File: src/sv/circulation_pump_controller_macros.svh
// Assertion macros for the circulation pump controller.
// Clocked on clock and disabled during reset of the including module.
`ifndef CIRCULATION_PUMP_CONTROLLER_MACROS_SVH
`define CIRCULATION_PUMP_CONTROLLER_MACROS_SVH

`ifndef NO_ASSERTIONS
// Same-cycle implication
`define CPC_ASSERT_IMP(label, ante, cons, msg) \
   label: assert property (@(posedge clock) disable iff (reset) (ante) |-> (cons)) \
      else $error(msg);
// Next-cycle implication
`define CPC_ASSERT_NXT(label, ante, cons, msg) \
   label: assert property (@(posedge clock) disable iff (reset) (ante) |=> (cons)) \
      else $error(msg);
`else
`define CPC_ASSERT_IMP(label, ante, cons, msg)
`define CPC_ASSERT_NXT(label, ante, cons, msg)
`endif

`endif

File: src/sv/cpc_pkg.sv
// Types, codes and reset values shared by the circulation pump controller.
// No dependencies.
`default_nettype none

package cpc_pkg;

   localparam int DEF_TIME_WIDTH = 32;
   localparam int CSR_DATA_WIDTH = 32;
   localparam int CSR_INDEX_WIDTH = 3;
   localparam int TEMP_WIDTH = 12;
   localparam int DUR_WIDTH = 32;

   typedef logic [1:0] mode_type;
   localparam mode_type MODE_OFF = 2'd0;
   localparam mode_type MODE_ON = 2'd1;
   localparam mode_type MODE_AUTO = 2'd2;
   localparam mode_type MODE_ONCE = 2'd3;

   typedef logic [1:0] event_type;
   localparam event_type EVT_NONE = 2'd0;
   localparam event_type EVT_ON = 2'd1;
   localparam event_type EVT_OFF = 2'd2;

   typedef enum logic [4:0] {
      PH_BASE    = 5'b00001,
      PH_WAIT    = 5'b00010,
      PH_MIN_RUN = 5'b00100,
      PH_RUN     = 5'b01000,
      PH_PAUSE   = 5'b10000
   } phase_type;

   typedef logic [2:0] phase_code_type;
   localparam phase_code_type PHASE_CODE_BASE = 3'd0;
   localparam phase_code_type PHASE_CODE_WAIT = 3'd1;
   localparam phase_code_type PHASE_CODE_MIN_RUN = 3'd2;
   localparam phase_code_type PHASE_CODE_RUN = 3'd3;
   localparam phase_code_type PHASE_CODE_PAUSE = 3'd4;

   typedef logic [CSR_INDEX_WIDTH-1:0] csr_index_type;
   localparam csr_index_type REG_STOP_RULE = 3'd0;
   localparam csr_index_type REG_RETURN_TARGET = 3'd1;
   localparam csr_index_type REG_MAX_DIFFERENCE = 3'd2;
   localparam csr_index_type REG_MIN_RUN_MS = 3'd3;
   localparam csr_index_type REG_MAX_RUN_MS = 3'd4;
   localparam csr_index_type REG_PAUSE_MS = 3'd5;

   localparam logic RST_STOP_RULE = 1'b0;
   localparam logic signed [TEMP_WIDTH-1:0] RST_RETURN_TARGET = 12'sd560;
   localparam logic [TEMP_WIDTH-1:0] RST_MAX_DIFFERENCE = 12'd112;
   localparam logic [DUR_WIDTH-1:0] RST_MIN_RUN_MS = 32'd60000;
   localparam logic [DUR_WIDTH-1:0] RST_MAX_RUN_MS = 32'd1200000;
   localparam logic [DUR_WIDTH-1:0] RST_PAUSE_MS = 32'd1800000;

   typedef struct packed {
      logic                         command;
      mode_type                     new_mode;
      logic                         tick;
      logic signed [TEMP_WIDTH-1:0] temp_supply;
      logic signed [TEMP_WIDTH-1:0] temp_return;
   } req_type;

   typedef struct packed {
      logic           pump_on;
      event_type      switch_event;
      phase_code_type phase;
      mode_type       mode_now;
   } rsp_type;

   typedef struct packed {
      logic                         stop_rule;
      logic signed [TEMP_WIDTH-1:0] return_target;
      logic [TEMP_WIDTH-1:0]        max_difference;
      logic [DUR_WIDTH-1:0]         min_run_ms;
      logic [DUR_WIDTH-1:0]         max_run_ms;
      logic [DUR_WIDTH-1:0]         pause_ms;
   } cfg_type;

   typedef struct packed {
      mode_type  mode;
      mode_type  ret_mode;
      phase_type phase;
      logic      pump;
   } ctrl_type;

   function automatic phase_code_type phase_code(input phase_type ph);
      phase_code_type code;
      unique case (ph)
         PH_BASE:    code = PHASE_CODE_BASE;
         PH_WAIT:    code = PHASE_CODE_WAIT;
         PH_MIN_RUN: code = PHASE_CODE_MIN_RUN;
         PH_RUN:     code = PHASE_CODE_RUN;
         PH_PAUSE:   code = PHASE_CODE_PAUSE;
         default:    code = PHASE_CODE_BASE;
      endcase
      return code;
   endfunction

endpackage

`default_nettype wire

File: src/sv/cpc_step.sv
// Next-state and result logic for one item of the pump controller.
// Depends on cpc_pkg.
`default_nettype none

module cpc_step #(
   parameter int TIME_WIDTH = cpc_pkg::DEF_TIME_WIDTH
) (
   input  cpc_pkg::cfg_type        cfg,
   input  cpc_pkg::ctrl_type       ctrl_cur,
   input  logic [TIME_WIDTH-1:0]   run_cur,
   input  logic [TIME_WIDTH-1:0]   pause_cur,
   input  cpc_pkg::req_type        item,
   output cpc_pkg::ctrl_type       ctrl_nxt,
   output logic [TIME_WIDTH-1:0]   run_nxt,
   output logic [TIME_WIDTH-1:0]   pause_nxt,
   output cpc_pkg::rsp_type        result
);

   localparam int CW = (TIME_WIDTH > cpc_pkg::DUR_WIDTH) ? TIME_WIDTH : cpc_pkg::DUR_WIDTH;

   logic [CW-1:0]                 min_x;
   logic [CW-1:0]                 max_x;
   logic [CW-1:0]                 pause_x;
   logic signed [11:0]            ret_t;
   logic signed [11:0]            sup_t;
   logic signed [11:0]            tgt_t;
   logic                          ret_low;
   logic [12:0]                   diff;
   logic [12:0]                   diff_abs;
   logic                          done;
   logic [TIME_WIDTH-1:0]         run_v;
   logic [TIME_WIDTH-1:0]         pause_v;
   cpc_pkg::phase_type            ph;
   cpc_pkg::mode_type             mode;
   cpc_pkg::mode_type             rmode;
   logic                          sw;
   cpc_pkg::event_type            evt;

   assign min_x = CW'(cfg.min_run_ms);
   assign max_x = CW'(cfg.max_run_ms);
   assign pause_x = CW'(cfg.pause_ms);
   assign ret_t = item.temp_return;
   assign sup_t = item.temp_supply;
   assign tgt_t = cfg.return_target;
   assign ret_low = $signed(ret_t) < $signed(tgt_t);
   assign diff = {ret_t[11], ret_t} - {sup_t[11], sup_t};
   assign diff_abs = diff[12] ? (~diff + 13'd1) : diff;
   assign done = cfg.stop_rule ? (diff_abs <= {1'b0, cfg.max_difference}) : !ret_low;

   always_comb begin
      run_v = run_cur;
      pause_v = pause_cur;
      ph = ctrl_cur.phase;
      mode = ctrl_cur.mode;
      rmode = ctrl_cur.ret_mode;
      sw = ctrl_cur.pump;
      evt = cpc_pkg::EVT_NONE;

      if (item.tick) begin
         if (run_v != '1) begin
            run_v = run_v + TIME_WIDTH'(1);
         end
         if (pause_v != '1) begin
            pause_v = pause_v + TIME_WIDTH'(1);
         end
      end

      if (item.command) begin
         mode = item.new_mode;
         if (item.new_mode != cpc_pkg::MODE_ONCE) begin
            rmode = item.new_mode;
         end
      end else if (mode == cpc_pkg::MODE_OFF || mode == cpc_pkg::MODE_ON) begin
         ph = cpc_pkg::PH_BASE;
         if (sw != (mode == cpc_pkg::MODE_ON)) begin
            sw = (mode == cpc_pkg::MODE_ON);
            evt = sw ? cpc_pkg::EVT_ON : cpc_pkg::EVT_OFF;
         end
      end else begin
         if (ph == cpc_pkg::PH_BASE) begin
            if (ret_low) begin
               ph = cpc_pkg::PH_MIN_RUN;
               run_v = '0;
               if (!sw) begin
                  sw = 1'b1;
                  evt = cpc_pkg::EVT_ON;
               end
            end else begin
               ph = cpc_pkg::PH_WAIT;
               if (sw) begin
                  sw = 1'b0;
                  evt = cpc_pkg::EVT_OFF;
               end
            end
         end
         if (ph == cpc_pkg::PH_WAIT && ret_low) begin
            ph = cpc_pkg::PH_MIN_RUN;
            run_v = '0;
            if (!sw) begin
               sw = 1'b1;
               evt = cpc_pkg::EVT_ON;
            end
         end
         if (ph == cpc_pkg::PH_MIN_RUN && CW'(run_v) >= min_x) begin
            ph = cpc_pkg::PH_RUN;
         end
         if (ph == cpc_pkg::PH_RUN && (done || CW'(run_v) >= max_x)) begin
            if (sw) begin
               sw = 1'b0;
               evt = cpc_pkg::EVT_OFF;
            end
            ph = cpc_pkg::PH_PAUSE;
            run_v = '0;
            pause_v = '0;
            if (mode == cpc_pkg::MODE_ONCE) begin
               mode = rmode;
            end
         end
         if (ph == cpc_pkg::PH_PAUSE && CW'(pause_v) >= pause_x) begin
            ph = cpc_pkg::PH_WAIT;
         end
      end

      ctrl_nxt.mode = mode;
      ctrl_nxt.ret_mode = rmode;
      ctrl_nxt.phase = ph;
      ctrl_nxt.pump = sw;
      run_nxt = run_v;
      pause_nxt = pause_v;
      result.pump_on = sw;
      result.switch_event = evt;
      result.phase = cpc_pkg::phase_code(ph);
      result.mode_now = mode;
   end

endmodule

`default_nettype wire

File: src/sv/circulation_pump_controller.sv
// An accepted item is held in the input register, then its result in the result register.
// One item per cycle when not stalled, set by the single input and result registers.
// Reset: synchronous, active high; registers take their defaults, mode auto,
// phase base, pump off, elapsed counters zero, both channels empty.
// Depends on cpc_pkg, cpc_step and circulation_pump_controller_macros.svh.
`default_nettype none
`include "circulation_pump_controller_macros.svh"

module circulation_pump_controller #(
   parameter int TIME_WIDTH = cpc_pkg::DEF_TIME_WIDTH
) (
   input  logic                                  clock,
   input  logic                                  reset,
   input  logic                                  req_valid,
   output logic                                  req_ready,
   input  cpc_pkg::req_type                      req_item,
   output logic                                  rsp_valid,
   input  logic                                  rsp_ready,
   output cpc_pkg::rsp_type                      rsp_item,
   input  logic                                  csr_we,
   input  logic [cpc_pkg::CSR_INDEX_WIDTH-1:0]   csr_index,
   input  logic [cpc_pkg::CSR_DATA_WIDTH-1:0]    csr_wdata
);

   cpc_pkg::cfg_type       cfg_ff;
   cpc_pkg::cfg_type       cfg_in;
   cpc_pkg::ctrl_type      ctrl_ff;
   cpc_pkg::ctrl_type      ctrl_in;
   cpc_pkg::ctrl_type      step_ctrl;
   logic [TIME_WIDTH-1:0]  run_ff;
   logic [TIME_WIDTH-1:0]  run_in;
   logic [TIME_WIDTH-1:0]  step_run;
   logic [TIME_WIDTH-1:0]  pause_ff;
   logic [TIME_WIDTH-1:0]  pause_in;
   logic [TIME_WIDTH-1:0]  step_pause;
   logic                   in_valid_ff;
   logic                   in_valid_in;
   cpc_pkg::req_type       in_item_ff;
   logic                   rsp_valid_ff;
   logic                   rsp_valid_in;
   cpc_pkg::rsp_type       rsp_item_ff;
   cpc_pkg::rsp_type       step_rsp;
   logic                   step_fire;
   logic                   req_take;

   assign step_fire = in_valid_ff && (!rsp_valid_ff || rsp_ready);
   assign req_ready = !in_valid_ff || step_fire;
   assign req_take = req_valid && req_ready;
   assign rsp_valid = rsp_valid_ff;
   assign rsp_item = rsp_item_ff;

   cpc_step #(
      .TIME_WIDTH(TIME_WIDTH)
   ) u_step (
      .cfg(cfg_ff),
      .ctrl_cur(ctrl_ff),
      .run_cur(run_ff),
      .pause_cur(pause_ff),
      .item(in_item_ff),
      .ctrl_nxt(step_ctrl),
      .run_nxt(step_run),
      .pause_nxt(step_pause),
      .result(step_rsp)
   );

   always_comb begin
      cfg_in = cfg_ff;
      if (csr_we) begin
         unique case (csr_index)
            cpc_pkg::REG_STOP_RULE:      cfg_in.stop_rule = csr_wdata[0];
            cpc_pkg::REG_RETURN_TARGET:  cfg_in.return_target = csr_wdata[11:0];
            cpc_pkg::REG_MAX_DIFFERENCE: cfg_in.max_difference = csr_wdata[11:0];
            cpc_pkg::REG_MIN_RUN_MS:     cfg_in.min_run_ms = csr_wdata;
            cpc_pkg::REG_MAX_RUN_MS:     cfg_in.max_run_ms = csr_wdata;
            cpc_pkg::REG_PAUSE_MS:       cfg_in.pause_ms = csr_wdata;
            default:                     cfg_in = cfg_ff;
         endcase
      end
   end

   assign ctrl_in = step_fire ? step_ctrl : ctrl_ff;
   assign run_in = step_fire ? step_run : run_ff;
   assign pause_in = step_fire ? step_pause : pause_ff;
   assign in_valid_in = req_take || (in_valid_ff && !step_fire);
   assign rsp_valid_in = step_fire || (rsp_valid_ff && !rsp_ready);

   always_ff @(posedge clock) begin
      if (reset) begin
         cfg_ff.stop_rule <= cpc_pkg::RST_STOP_RULE;
         cfg_ff.return_target <= cpc_pkg::RST_RETURN_TARGET;
         cfg_ff.max_difference <= cpc_pkg::RST_MAX_DIFFERENCE;
         cfg_ff.min_run_ms <= cpc_pkg::RST_MIN_RUN_MS;
         cfg_ff.max_run_ms <= cpc_pkg::RST_MAX_RUN_MS;
         cfg_ff.pause_ms <= cpc_pkg::RST_PAUSE_MS;
         ctrl_ff.mode <= cpc_pkg::MODE_AUTO;
         ctrl_ff.ret_mode <= cpc_pkg::MODE_AUTO;
         ctrl_ff.phase <= cpc_pkg::PH_BASE;
         ctrl_ff.pump <= 1'b0;
         run_ff <= '0;
         pause_ff <= '0;
         in_valid_ff <= 1'b0;
         rsp_valid_ff <= 1'b0;
      end else begin
         cfg_ff <= cfg_in;
         ctrl_ff <= ctrl_in;
         run_ff <= run_in;
         pause_ff <= pause_in;
         in_valid_ff <= in_valid_in;
         rsp_valid_ff <= rsp_valid_in;
      end
   end

   always_ff @(posedge clock) begin
      if (req_take) begin
         in_item_ff <= req_item;
      end
      if (step_fire) begin
         rsp_item_ff <= step_rsp;
      end
   end

   `CPC_ASSERT_IMP(a_run_phase_pump_on, ctrl_ff.phase == cpc_pkg::PH_MIN_RUN || ctrl_ff.phase == cpc_pkg::PH_RUN, ctrl_ff.pump, "pump off during a run phase")
   `CPC_ASSERT_IMP(a_idle_phase_pump_off, ctrl_ff.phase == cpc_pkg::PH_WAIT || ctrl_ff.phase == cpc_pkg::PH_PAUSE, !ctrl_ff.pump, "pump on while waiting or pausing")
   `CPC_ASSERT_IMP(a_ret_mode_not_once, 1'b1, ctrl_ff.ret_mode != cpc_pkg::MODE_ONCE, "remembered mode is once")
   `CPC_ASSERT_IMP(a_event_matches_pump, rsp_valid_ff && rsp_item_ff.switch_event != cpc_pkg::EVT_NONE, rsp_item_ff.pump_on == (rsp_item_ff.switch_event == cpc_pkg::EVT_ON), "switch event disagrees with pump state")
   `CPC_ASSERT_NXT(a_take_holds_item, req_take, in_valid_ff, "accepted item lost")

endmodule

`default_nettype wire
File: config.mk
export PLATFORM = sky130hd
export DESIGN_NAME = circulation_pump_controller
export DESIGN_NICKNAME = d
export VERILOG_FILES = /design/src/sv/cpc_pkg.sv /design/src/sv/cpc_step.sv /design/src/sv/circulation_pump_controller.sv
export VERILOG_INCLUDE_DIRS = /design/src /design/src/sv
export SDC_FILE = /design/constraint.sdc
export NUM_CORES = 1
export LEC_CHECK = 0
export BUFFER_PORTS_ARGS = -buffer_cell sky130_fd_sc_hd__clkbuf_2
export CAP_MARGIN = 40
export CELL_PAD_IN_SITES_DETAIL_PLACEMENT = 2
export CELL_PAD_IN_SITES_GLOBAL_PLACEMENT = 2
export CORE_MARGIN = 3
export CORE_UTILIZATION = 35
export CTS_BUF_LIST = sky130_fd_sc_hd__clkbuf_8
export DETAILED_ROUTE_END_ITERATION = 12
export GPL_TIMING_DRIVEN = 0
export PLACE_DENSITY = 0.87
export SLEW_MARGIN = 10
export SYNTH_ARGS = -nofsm -noshare
export SYNTH_HDL_FRONTEND = slang
export SYNTH_SLANG_ARGS = --single-unit
File: constraint.sdc
create_clock -name clock -period 9.07 [get_ports clock]
set_input_delay 1.814 -clock clock [delete_from_list [all_inputs] [get_ports clock]]
set_output_delay 1.814 -clock clock [all_outputs]
set_load 0.02 [all_outputs]
==> flow_summary_export.csv <==
group,metric,value,unit
drt,drc,0,
cts,htreeDepth,2,
critical_path,worst_setup_path_end_kind,"register",
synth,ys_seq_area_share,35.1,%
power_and_ir_drop,seqPwrFrac,41.1,%
layout,fin_nets,2150,
cts,clkTransAtPathRegs,0.06,ns
synth,synthCells,1814,
drt,final_antenna_net_count,0,
grt,grt_overflow,0,
power_and_ir_drop,combPwrFrac,14.1,%
drt,vias,14200,
synth,synth_cell_types,80,
critical_path,crit-reg2reg-launch,"run_ff[7]",
hold_path,min_path_type,"reg2reg",
die,dieArea,43300,µm²
critical_path,rr_worst_depth,32,
power_and_ir_drop,power,2.66,mW
critical_path,startpoint_type,"register",
place,dp_hpwl,43500,µm
drt,highest_layer,"met4",
drt,firstDrtPassIters,5,
cts,cts_root_buf,"clkbuf_8",
grt,grt_start_max_net_pins,28,
grt,antenna_found_initial,2,
layout,design_area,16500,µm²
synth,ys_top_cells_by_count,"nand2_1, dfxtp_1, nor2_1",
synth,syn_nets,2017,
die,die_y,208,µm
hold_path,holdPathEnd,"cfg_ff[84]",
power_and_ir_drop,clock_power_share,44.8,%
cts,numClockSinks,233,
grt,grt_pass1_vias,15600,
place,portBuffers,76,
die,num_rows,73,
critical_path,slowest_stage,"a211oi_1",
synth,synth-seq-cells,233,
layout,final-seq-area,5020,µm²
layout,multiInputGateArea,8400,µm²
synth,netlist.area_leader.share,27.6,%
synth,ys_async_sr_fraction,0,%
drt,met3_length,2590,µm
drt,wl_met2,29300,µm
die,io_pins,78,
critical_path,rrSetupSlack,0.59,ns
synth,synth.most_common_cell,"nand2_1",
cts,clock_latency,0.65,ns
synth,syn_area_per_cell,7.88,µm²
layout,layout-drive-gt1-share,10.5,%
timing,period_needed,8.48,ns
power_and_ir_drop,intPower,1.85,mW
power_and_ir_drop,power_switching,813,µW
timing,whs,0.459,ns
synth,synth-edff-count,36,
synth,ys.flop_type,"dfxtp_1",
run,maxCapViolCount,0,
timing,rsz0062_at_grt,"no",
drt,wl_met1,25300,µm
cts,cts_buffers,46,
critical_path,r2r_end,"rsp_item[3]",
timing,finalCritPeriodShare,93.5,%
timing,hold_viol_final,0,
critical_path,worstPathArrival,8.94,ns
synth,synth_area,14300,µm²
power_and_ir_drop,max-vdd-ir-drop,78.9,µV
synth,yosysTopAreaCell,"dfxtp_1",
power_and_ir_drop,p_leak,6.53,nW
place,placed_area,15400,µm²
critical_path,path_max_fanout,10,
die,core,40000,µm²
power_and_ir_drop,power.density,161,nW/µm²
timing,setup_viol,0,
timing,max_slew_margin,39.0,%
cts,cts_tree,"yes",
hold_path,min_from,"cfg_ff[84]",
synth,synth_area_leaders,"dfxtp_1, ha_1, nand2_1",
timing,max_freq,118,MHz
synth,yosys_warnings,0,
grt,grt_use_total,26.8,%
drt,routed_wl,60100,µm
drt,routed_via_density,5.65,
layout,area_delta_synth_final,15.3,%
layout,num-fill-cells,4600,
critical_path,crit_type,"reg2reg",
outcome,status,"completed",
timing,fin_worst_skew,0.0490,ns
timing,worst_pin_slew,0.915,ns
critical_path,cpPeakStageDelay,0.46,ns
cts,cts.path.max_buffers,3,
timing,final.setup.tns,0,ns
hold_path,hold_path_depth,2,
die,dieWidth,208,µm
drt,drtIter0Drc,686,
power_and_ir_drop,p_sw_share,30.5,%
place,gp_congestion,0.908,
grt,grt_pass1_wl,91500,µm
timing,slew_viol_final,0,
die,initial_core_util,35.8,%
critical_path,cp.required,9.54,ns
drt,wl_per_cell,23.9,µm
[stage by stage]
| step | util, % | setup slack (ns) | std cells |
|---|---|---|---|
| after floorplan | - | 2.44 | 1814 |
| after global placement | 38.3 | 0.740 | 2415 |
| after detailed placement | 38.5 | 0.285 | 2418 |
| after CTS | 41.0 | 0.122 | 2504 |
| after global routing | 41.2 | 0.0860 | 2511 |
| final | 41.2 | 0.592 | 2511 |
[flip-flops by register name (all words and copies together), names as in the netlist]
signal and count:
rsp_valid 1, run_ff 32, in_valid_ff 1, ctrl_ff 10, rsp_item 8, pause_ff 32, in_item_ff 28, cfg_ff 121
[kinds of logic (layout without fill, tap and decap cells)]
logic type	Yosys count	after routing	synth area share, %
AND/OR/NAND/NOR	702	702	22.5
AO/OA/AOI/OAI	390	390	17.0
multiplexers	7	7	0.516
flip-flops	233	233	35.1
other	0	1	0
XOR/XNOR	107	107	6.55
buffers and inverters	240	411	6.52
adder cells (fa/ha/maj)	135	135	11.9
[cells in the final DEF, fill, tap and decap left out, types with 8 or more instances in the layout]
master    Yosys  final
nor2b_1      10     10
a211oi_1     17     17
ha_1        134    134
inv_1       148    159
a31oi_1      10      9
o21ai_0      75     75
nor2_1      180    180
nand4_1      32     32
or3_1        18     18
nor3_1       20     19
dfxtp_1     197    197
and4_1       10     10
nand3b_1     18     18
nor4_1       11      9
and2_1        9      8
a21o_1        8      8
xor2_1       46     46
nand2_1     305    305
o211ai_1     40     40
clkbuf_8      0     59
o21a_1       13     13
clkinv_2      0     11
clkbuf_2      1     80
buf_2        12     13
nand3_1      33     33
a21oi_1     168    167
edfxtp_1     36     36
clkbuf_1     73     70
xnor2_1      61     61
and3_1       27     27
nand2b_1     11     11
[power by group through the flow]
stage	Combinational [mW]	Clock (mW)	Sequential [mW]
2_1_floorplan	0.214	0	1.11
3_3_place_gp	0.326	0	1.11
3_5_place_dp	0.354	0	1.12
4_1_cts	0.366	1.21	1.09
5_1_grt	0.409	1.27	1.10
6_report	0.375	1.19	1.09
[metal layers]
metal,vias to the layer above,track usage (%)
met5,-,0
met4,0,12.8
met3,149,4.04
met2,334,46.4
met1,7206,32.7
li1,6496,-
[worst max-delay path, delay by kind of cell (launching register included)]
family / cells / cell delay [ns]
AOI/OAI and AO/OA: 11 / 3.03
adders and majority gates: 2 / 0.53
buffers and inverters: 4 / 1.12
DFF: 1 / 0.34
and+or+nand+nor: 15 / 3.30
[area by class of cell]
class,instances,area share [%]
multi-input cells,1341,50.9
flip-flops and latches,233,30.5
clock buffers,59,4.93
well taps,525,3.98
inverters,149,3.39
repair buffers,85,2.85
plain buffers,91,2.28
clock inverters,27,1.14
diodes,1,0.0152
[how the worst max path moves through the flow]
stage | startpoint | end | slack (ns) | cells after the start
after floorplan | run_ff[8] | rsp_item[2] | 2.44 | 32
after CTS | run_ff[7] | rsp_item[2] | 0.12 | 32
after global placement | run_ff[0] | rsp_item[2] | 0.74 | 31
final | run_ff[7] | rsp_item[3] | 0.59 | 32
after global routing | in_item_ff[5] | rsp_item[3] | 0.09 | 29
after detailed placement | run_ff[0] | rsp_item[2] | 0.28 | 31
[repair_timing]
action,CTS,global route
hold buffers,0,0
pin swaps,0,1
gates cloned,0,0
gates resized for setup,1,14
setup endpoints to repair,1,5
setup buffers,0,4
Note: power is estimated with default switching activity, not from simulation.
